## config.mk

```make
export PLATFORM = sky130hd
export DESIGN_NAME = udp_header_builder_top
export DESIGN_NICKNAME = d
export VERILOG_FILES = /design/src/rtl/udph_pkg.sv /design/src/rtl/udph_core.sv /design/src/rtl/udp_header_builder_top.sv
export SDC_FILE = /design/constraint.sdc
export NUM_CORES = 1
export LEC_CHECK = 0
export BUFFER_PORTS_ARGS = -buffer_cell sky130_fd_sc_hd__buf_2
export CAP_MARGIN = 20
export CORE_ASPECT_RATIO = 0.75
export CORE_MARGIN = 3
export CORE_UTILIZATION = 60
export DETAILED_ROUTE_END_ITERATION = 7
export HOLD_SLACK_MARGIN = 0.03
export PLACE_DENSITY = 0.87
export SKIP_LAST_GASP = 1
export SYNTH_ARGS = -nofsm -noshare
export SYNTH_HDL_FRONTEND = slang
export SYNTH_SLANG_ARGS = --single-unit
```

## constraint.sdc

```tcl
create_clock -name clock -period 14.8 [get_ports clock]
set_input_delay 2.96 -clock clock [delete_from_list [all_inputs] [get_ports clock]]
set_output_delay 2.96 -clock clock [all_outputs]
set_load 0.02 [all_outputs]
```

## src/rtl/udph_pkg.sv

```systemverilog
// ----------------------------------------------------------------------------
// udph_pkg
// Shared types and register codes for the UDP header builder.
// ----------------------------------------------------------------------------

package udph_pkg;

   // configuration register map
   localparam int CsrIndexWidth = 2;
   localparam logic [CsrIndexWidth-1:0] CsrSourcePort     = 2'd0;
   localparam logic [CsrIndexWidth-1:0] CsrDestPort       = 2'd1;
   localparam logic [CsrIndexWidth-1:0] CsrChecksumEnable = 2'd2;

   localparam int CsrDataWidth = 16;

   // packet byte counter saturates here
   localparam logic [16:0] CountMax    = 17'h1FFFF;
   localparam logic [17:0] HeaderBytes = 18'd8;

   // one payload byte
   typedef struct packed {
      logic [7:0] data_byte;
      logic       last_byte;
   } req_type;

   // one header result
   typedef struct packed {
      logic [15:0] out_src_port;
      logic [15:0] out_dst_port;
      logic [15:0] udp_length;
      logic [15:0] udp_checksum;
      logic        length_error;
   } rsp_type;

   // configuration as seen by the checksum core
   typedef struct packed {
      logic [15:0] source_port;
      logic [15:0] dest_port;
      logic        checksum_enable;
   } cfg_type;

endpackage

```

## src/rtl/udph_core.sv

```systemverilog
// ----------------------------------------------------------------------------
// udph_core
// Per-packet byte count and ones-complement sum, and the header result that
// is formed on the final byte of a packet.
// ----------------------------------------------------------------------------

module udph_core (
   input  logic              clock,
   input  logic              reset,
   input  logic              step,
   input  udph_pkg::req_type item,
   input  udph_pkg::cfg_type cfg,
   output udph_pkg::rsp_type result
);

   // packet state
   logic [15:0] sum_ff,  sum_in;
   logic [16:0] cnt_ff,  cnt_in;
   logic [7:0]  held_ff, held_in;
   logic        odd_ff,  odd_in;

   logic [15:0] pair_word;
   logic [16:0] cnt_inc;
   logic [17:0] total;
   logic        len_err;
   logic [15:0] len;
   logic [16:0] pair_sum;
   logic [18:0] wide_sum;
   logic [15:0] folded;

   // end-around fold of a sum of up to eight 16-bit words
   function automatic logic [15:0] fold19(input logic [18:0] s);
      logic [16:0] f1;
      logic [15:0] f2;
      f1 = {1'b0, s[15:0]} + {14'b0, s[18:16]};
      f2 = f1[15:0] + {15'b0, f1[16]};
      return f2;
   endfunction

   // word completed by this byte, or the final odd byte padded with zero
   assign pair_word = odd_ff ? {held_ff, item.data_byte} : {item.data_byte, 8'h00};

   // saturating count and header length
   assign cnt_inc = (cnt_ff == udph_pkg::CountMax) ? cnt_ff : cnt_ff + 17'd1;
   assign total   = {1'b0, cnt_inc} + udph_pkg::HeaderBytes;
   assign len_err = |total[17:16];
   assign len     = len_err ? 16'hFFFF : total[15:0];

   // running sum plus the new word, folded back to 16 bits
   assign pair_sum = {1'b0, sum_ff} + {1'b0, pair_word};

   // whole checksum: payload, ports and length in one multi-operand add
   assign wide_sum = {3'b0, sum_ff} + {3'b0, pair_word} + {3'b0, cfg.source_port}
                   + {3'b0, cfg.dest_port} + {3'b0, len};
   assign folded   = fold19(wide_sum);

   // header result, only used on the final byte
   always_comb begin
      result.out_src_port = cfg.source_port;
      result.out_dst_port = cfg.dest_port;
      result.udp_length   = len;
      result.udp_checksum = cfg.checksum_enable ? ~folded : 16'h0000;
      result.length_error = len_err;
   end

   // state update per byte transfer
   always_comb begin
      sum_in  = sum_ff;
      cnt_in  = cnt_ff;
      held_in = held_ff;
      odd_in  = odd_ff;
      if (step) begin
         if (item.last_byte) begin
            sum_in  = 16'h0000;
            cnt_in  = 17'd0;
            held_in = 8'h00;
            odd_in  = 1'b0;
         end else begin
            cnt_in = cnt_inc;
            if (odd_ff) begin
               sum_in  = pair_sum[15:0] + {15'b0, pair_sum[16]};
               held_in = 8'h00;
               odd_in  = 1'b0;
            end else begin
               held_in = item.data_byte;
               odd_in  = 1'b1;
            end
         end
      end
   end

   always_ff @(posedge clock) begin
      if (reset) begin
         sum_ff  <= 16'h0000;
         cnt_ff  <= 17'd0;
         held_ff <= 8'h00;
         odd_ff  <= 1'b0;
      end else begin
         sum_ff  <= sum_in;
         cnt_ff  <= cnt_in;
         held_ff <= held_in;
         odd_ff  <= odd_in;
      end
   end

   // a held byte is always cleared when no byte is pending
   a_held_clear: assert property (@(posedge clock) disable iff (reset)
      !odd_ff |-> held_ff == 8'h00)
      else $error("held byte set with no pending byte");

   // a final byte leaves the packet state empty
   a_clear_after_last: assert property (@(posedge clock) disable iff (reset)
      step && item.last_byte |=> cnt_ff == 17'd0 && sum_ff == 16'h0000 && !odd_ff)
      else $error("packet state not cleared after final byte");

   // the running sum only moves on a byte transfer
   a_sum_stable: assert property (@(posedge clock) disable iff (reset)
      !step |=> $stable(sum_ff) && $stable(cnt_ff))
      else $error("packet state changed without a transfer");

endmodule

```

## src/rtl/udp_header_builder_top.sv

```systemverilog
// The header appears on rsp_ once a packet's final byte has passed the input stage and then the result register.
// Throughput: one payload byte per cycle, back to back, set by the single input stage, while the input is not stalled.
// A waiting header stalls the input only when another final byte needs the result register.
// Reset (synchronous): clears the packet state and both stages; source and destination
// ports return to zero and checksums are enabled.
// ----------------------------------------------------------------------------
// udp_header_builder_top
// Builds the 8-byte UDP header for a packet from its payload byte stream.
// ----------------------------------------------------------------------------

module udp_header_builder_top (
   input  logic                                  clock,
   input  logic                                  reset,
   // payload byte channel
   input  logic                                  req_valid,
   output logic                                  req_stall,
   input  udph_pkg::req_type                     req_payload,
   // header result channel
   output logic                                  rsp_valid,
   input  logic                                  rsp_stall,
   output udph_pkg::rsp_type                     rsp_payload,
   // register write channel
   input  logic                                  csr_valid,
   output logic                                  csr_ready,
   input  logic [udph_pkg::CsrIndexWidth-1:0]    csr_index,
   input  logic [udph_pkg::CsrDataWidth-1:0]     csr_wdata
);

   // configuration registers
   udph_pkg::cfg_type cfg_ff, cfg_in;

   // input stage
   logic              in_valid_ff, in_valid_in;
   udph_pkg::req_type in_item_ff, in_item_in;

   // result register
   logic              out_valid_ff, out_valid_in;
   udph_pkg::rsp_type out_data_ff, out_data_in;

   logic              req_xfer;
   logic              out_free;
   logic              advance;
   udph_pkg::rsp_type core_result;

   assign csr_ready = 1'b1;

   // register writes, unknown indexes ignored
   always_comb begin
      cfg_in = cfg_ff;
      if (csr_valid && csr_ready) begin
         unique case (csr_index)
            udph_pkg::CsrSourcePort:     cfg_in.source_port     = csr_wdata;
            udph_pkg::CsrDestPort:       cfg_in.dest_port       = csr_wdata;
            udph_pkg::CsrChecksumEnable: cfg_in.checksum_enable = csr_wdata[0];
            default:                     cfg_in = cfg_ff;
         endcase
      end
   end

   // stage handshake: only a final byte needs room in the result register
   assign out_free  = !out_valid_ff || !rsp_stall;
   assign advance   = in_valid_ff && (!in_item_ff.last_byte || out_free);
   assign req_stall = in_valid_ff && !advance;
   assign req_xfer  = req_valid && !req_stall;

   always_comb begin
      in_valid_in = in_valid_ff;
      in_item_in  = in_item_ff;
      if (req_xfer) begin
         in_valid_in = 1'b1;
         in_item_in  = req_payload;
      end else if (advance) begin
         in_valid_in = 1'b0;
      end
   end

   udph_core u_core (
      .clock  (clock),
      .reset  (reset),
      .step   (advance),
      .item   (in_item_ff),
      .cfg    (cfg_ff),
      .result (core_result)
   );

   // result register load and drain
   always_comb begin
      out_valid_in = out_valid_ff;
      out_data_in  = out_data_ff;
      if (advance && in_item_ff.last_byte) begin
         out_valid_in = 1'b1;
         out_data_in  = core_result;
      end else if (!rsp_stall) begin
         out_valid_in = 1'b0;
      end
   end

   assign rsp_valid   = out_valid_ff;
   assign rsp_payload = out_data_ff;

   // control state
   always_ff @(posedge clock) begin
      if (reset) begin
         cfg_ff.source_port     <= 16'h0000;
         cfg_ff.dest_port       <= 16'h0000;
         cfg_ff.checksum_enable <= 1'b1;
         in_valid_ff            <= 1'b0;
         out_valid_ff           <= 1'b0;
      end else begin
         cfg_ff       <= cfg_in;
         in_valid_ff  <= in_valid_in;
         out_valid_ff <= out_valid_in;
      end
   end

   // payload registers
   always_ff @(posedge clock) begin
      in_item_ff  <= in_item_in;
      out_data_ff <= out_data_in;
   end

   // a new header only follows a final byte leaving the input stage
   a_rsp_from_last: assert property (@(posedge clock) disable iff (reset)
      $rose(out_valid_ff) |-> $past(advance && in_item_ff.last_byte))
      else $error("header produced without a final byte");

   // the input stalls only behind a blocked final byte
   a_stall_cause: assert property (@(posedge clock) disable iff (reset)
      req_stall |-> in_valid_ff && in_item_ff.last_byte && out_valid_ff && rsp_stall)
      else $error("input stalled without a blocked header");

   // an oversize flag always comes with a saturated length
   a_len_sat: assert property (@(posedge clock) disable iff (reset)
      out_valid_ff && out_data_ff.length_error |-> out_data_ff.udp_length == 16'hFFFF)
      else $error("length error without saturated length");

endmodule

```

# == Yosys cells after proc, flatten, opt, wreduce, memory -nomap -nowiden ==
# Cells that the tools add are included.
# op_classes
n_shift,0
n_bitwise,1
n_mul,0
div_mod_pow,0
n_eq_ne,4
n_mux,14
reduce_logical,19
addsub,10
order_cmp,0
# op_table
operator,count
$mux 16,4
$add 19x16->19,3
$add 16x16->17,2
$mux 17,2
$add 16x1->16,2
$add 17x4->18 const B,1
$add 16x3->17,1
$add 17x1->17 const B,1
$eq 17x17->1 const B,1
$mux 8,2
$not 16->16,1
$reduce_and 2->1,4
$mux 1,6
$logic_not 1->1,5
$logic_and 1x1->1,4
$reduce_bool 2->1,2
$eq 2x1->1 const B,1
$eq 2x2->1 const B,1
$logic_not 2->1,1
$logic_or 1x1->1,2
$ne 2x1->1 const B,1
$reduce_or 2->1,1
# word_totals
reg_bits,151
out_inout_bits,68
memories,0
ram_bits,0
in_bits,32
mem_bits_ro,0
elab_cells,64
latch_bits,0

# == Depth between registers and ports, before layout ==
# depth
depth_word,9
ltp_mapped,47
ltp_nobuf,45

# == Modules after synthesis ==
# Synthesis repeated with hierarchy kept, for this count alone.
# unflattened
hier_cells,1006
hier_area_um2,10154.7
# modules_own_cells
mod,n_inst,seq_area_each_um2,cells_each,area_each_um2
udph_core,1,840.8,787,6438.7
udp_header_builder_top,1,2922.8,219,3716.1

# == Worst setup path before layout ==
# No wires, ideal clock.
# synth_path
path_kind,register to register
startpoint,register u_core.odd_ff
endpoint,register out_data_ff (netlist bit rsp_payload[16]) (data pin)
stages_incl_launch_ff,46
path_slack_ns,5.474
t_arrival_ns,9.064
t_required_ns,14.539
period_less_slack_ns,9.326
setup_ns,0.261
path_buffers,2
cell_sequence,dfxtp_1 -> clkbuf_1 -> clkbuf_1 -> and2_1 -> ha_1 -> a21o_1 -> a21oi_1 -> a21boi_0 -> o21a_1 -> or3_1 -> and2_1 -> fa_1 -> inv_1 -> fa_1 -> inv_1 -> ha_1 -> a2111oi_0 -> o21ai_1 -> [10 not listed] -> fa_1 -> inv_1 -> a21oi_1 -> nor2_1 -> nand3_1 -> nor3_4 -> nand3_1 -> nor3_1 -> ha_1 -> inv_1 -> or3_1 -> nor2_1 -> nand3_1 -> nor3_1 -> nand3_2 -> a2111oi_4 -> a31oi_1 -> mux2i_1
# synth_between
elab_chain_len,8
# synth_lines
element,line_no,source
start: declaration,udph_core.sv:20,"logic odd_ff, odd_in;"
start signal: assignment,udph_core.sv:102,odd_ff <= odd_in;
$mux 16,udph_core.sv:41,"assign pair_word = odd_ff ? {held_ff, item.data_byte} : {item.data_byte, 8'h00};"
$add 16x16->17,udph_core.sv:53,"assign wide_sum = {3'b0, sum_ff} + {3'b0, pair_word} + {3'b0, cfg.source_port}"
$add 19x16->19,udph_core.sv:53,
$add 19x16->19 (2 in a row),udph_core.sv:54,"+ {3'b0, cfg.dest_port} + {3'b0, len};"
$add 16x3->17,udph_core.sv:35,"f1 = {1'b0, s[15:0]} + {14'b0, s[18:16]};"
$add 16x1->16,udph_core.sv:36,"f2 = f1[15:0] + {15'b0, f1[16]};"
$not 16->16,udph_core.sv:62,result.udp_checksum = cfg.checksum_enable ? ~folded : 16'h0000;
end signal: assignment,udp_header_builder_top.sv:119,out_data_ff <= out_data_in;
end: declaration,udp_header_builder_top.sv:38,"udph_pkg::rsp_type out_data_ff, out_data_in;"
# Every way passes these cells.
# A chain may end at the register's enable or synchronous reset.

==> flow_summary.yaml <==
yosys:
  synth_top_cell_area_share_pct: 24.09
  ys_seq_area_share_pct: 40.81
  synth_fp_nets: 1066
  yosysMostFrequentCell: "nand2_1"
  synth.largest_area_cell: "edfxtp_1"
  syn_inst: 957
  ys_types: 74
  synth_area_leaders: "edfxtp_1 (24%), dfxtp_1 (17%), fa_1 (7.4%)"
  ys.flop_type: "dfxtp_1"
  synth_edf_count: 74
  async_reset_ff_share_pct: 0
  syn_area_um2: 9223
  avgSynthCellArea_um2: 9.637
  synth-seq-cells: 151
  ys_warn_count: 0
  synth_commonest_cells: "nand2_1 (114), inv_1 (78), dfxtp_1 (77)"
pwr:
  ir_drop_mv: 0.08472
  pwr-share-seq_pct: 43.2
  swShare_pct: 26.85
  p_clk_share_pct: 43.5
  p_per_area_nw_per_um2: 101.8
  power_frac_comb_pct: 13.3
  p_sw_mw: 0.2865
  power.internal_mw: 0.7803
  leakage_nw: 4.430
worst_setup_path:
  cp.required_ns: 14.98
  r2r_start: "u_core.cnt_ff[0]"
  crit_type: "reg2reg"
  reg2reg_depth: 45
  crit_arrival_ns: 10.79
  r2r_setup_slack_ns: 4.19
  critPathCaptureType: "flop"
  timing.rr.end: "rsp_payload[16]"
  critPathMaxFanout: 23
  cpMostUsedCell: "inv_1"
  slowest_stage: "fa_1"
  slowest_delay_ns: 0.54
  crit_path_start_kind: "flop"
timing:
  hold_viol_final: 0
  fin_tns_setup_ns: 0
  setup_viol: 0
  skew_ns: 0.01113
  slew_violations: 0
  relSlewSlack_pct: 26.87
  whs_ns: 0.4728
  worst_pin_slew_ns: 1.092
  fin_crit_sh_pct: 71.68
  worst_slack_ns: 4.191
  layout_min_cycle_time_ns: 10.61
  rsz0062_at_grt: "false"
  max_freq_mhz: 94.26
place:
  globalplace.congestion: 0.9880
  place_ws_ns: 4.451
  dp.final_hpwl_um: 16550
  portBuffers: 98
global_routing:
  globalRouteOverflowTotal: 0
  antenna_found_initial: 0
  grtUsageTotal_pct: 27.64
  grt_max_degree: 74
  grt_pass1_vias: 7069
  grt_pass1_wl_um: 36750
final_layout:
  drive_above_1_share_pct: 15.60
  areaGrowthSynthToFinish_pct: 13.59
  diodes: 0
  fin_nets: 1154
  fillers: 1052
hold_path:
  hold_end: "rsp_payload[50]"
  hold_class: "reg2reg"
  holdCritStartpoint: "cfg_ff[18]"
  min_path_cells: 0
route:
  routed_wl_um: 22900
  vias: 7500
  viasPerCell: 5.962
  drc_errors: 0
  post_drt_wl_per_cell_um: 18.21
  first_pass_iters: 5
  ant_nets: 0
  first_iter_violations: 910
clock_network:
  cts_resized: 0
  h-tree-depth: 4
  cts-buffers-inserted: 17
  clk-insertion-delay-late_ns: 0.44
  root_buffer: "clkbuf_16"
  clk_pin_slew_ns: 0.07
  ctsLongestPathBuffers: 2
  cts_tree: "yes"
  cts.sinks: 151
  hold_buffers: 0
  postCtsSetupBuffers: 0
floorplan:
  core_area_um2: 14740
  rows: 38
  io_pins: 100
  die_h_um: 113.4
  die_area_um2: 16910
  start_util_pct: 62.57
  fp.dieW_um: 149.2
flow_run:
  maxCapViolCount: 0
status:
  status: "finished clean"
[metal layers]
layer  track usage [%]  vias to the layer above  share of wire, %
met5                 0                        -                 0
met4             8.476                        0               2.1
met3             6.473                       48               9.6
met2             41.34                      406                44
met1             40.38                     3548                44
li1                  -                     3498                 -
[state kept, by name, summed over array words and instances (netlist names)]
name,cells
rsp_valid,1
u_core.sum_ff,16
cfg_ff,33
in_valid_ff,1
u_core.held_ff,8
rsp_payload,65
u_core.cnt_ff,17
in_item_ff,9
u_core.odd_ff,1
[area by class of cell]
class	count	area, µm²	share of cell area, %
clock inverters	13	182.7	1.744
clock buffers	19	442.9	4.228
inverters	78	292.8	2.795
multi-input cells	696	5031	48.02
repair buffers	101	513.0	4.897
well taps	200	250.2	2.389
flip-flops and latches	151	3764	35.92
[per-stage QoR]
stage | utilization [%] | std cells | total power [mW] | area [µm²]
after floorplan | - | 957 | 0.5685 | 9223
after global placement | 66.83 | 1226 | 0.6018 | 9851
after detailed placement | 66.83 | 1226 | 0.6065 | 9851
after CTS | 71.08 | 1258 | 1.065 | 10480
after global routing | 71.08 | 1258 | 1.100 | 10480
final | 71.08 | 1258 | 1.067 | 10480
[cell usage in the layout, fill, tap and decap left out, types with 38 or more instances in the layout]
cell      synthesis  routed
ha_1             43      43
inv_1            78      78
a21oi_1          76      76
nor2_1           68      68
dfxtp_1          77      77
xor2_1           38      38
and2_1           38      38
edfxtp_1         74      74
buf_2             5      98
nand2_1         114     114
[kinds of logic (layout without fill, tap and decap cells)]
logic type	Yosys count	in the layout	share of synthesized area (%)
compound gates	199	199	14.26
xor+xnor	75	75	7.407
fa+ha+maj	77	77	13.21
buf+inv	110	211	4.708
flops	151	151	40.81
mux	10	10	1.248
other cells	1	1	0.04066
simple gates	334	334	18.32
[power groups by stage]
| stage | clock network (mW) | logic (mW) | registers [mW] |
|---|---|---|---|
| after floorplan | 0 | 0.0943 | 0.474 |
| after global placement | 0 | 0.133 | 0.469 |
| after detailed placement | 0 | 0.137 | 0.470 |
| after CTS | 0.465 | 0.140 | 0.461 |
| after global routing | 0.482 | 0.156 | 0.462 |
| final | 0.464 | 0.141 | 0.461 |
[worst max-delay path by stage]
stage / startpoint / to / slack, ns / depth (start not counted)
final: u_core.cnt_ff[0] / rsp_payload[16] / 4.19 / 45
after global routing: u_core.cnt_ff[0] / rsp_payload[16] / 3.31 / 45
after CTS: u_core.cnt_ff[0] / rsp_payload[16] / 4.34 / 45
after detailed placement: u_core.cnt_ff[0] / rsp_payload[16] / 4.45 / 45
after global placement: u_core.cnt_ff[0] / rsp_payload[16] / 4.89 / 45
after floorplan: u_core.odd_ff / rsp_payload[16] / 5.47 / 45
[critical path: cells and delay by family (launching register included)]
family,cells,cell delay (ns)
compound gates,11,2.40
xor+xnor,1,0.16
fa+ha+maj,6,2.03
buf+inv,5,0.34
flops,1,0.43
mux,2,0.55
simple gates,20,4.43
No activity file was read; power rests on OpenSTA's default activity.
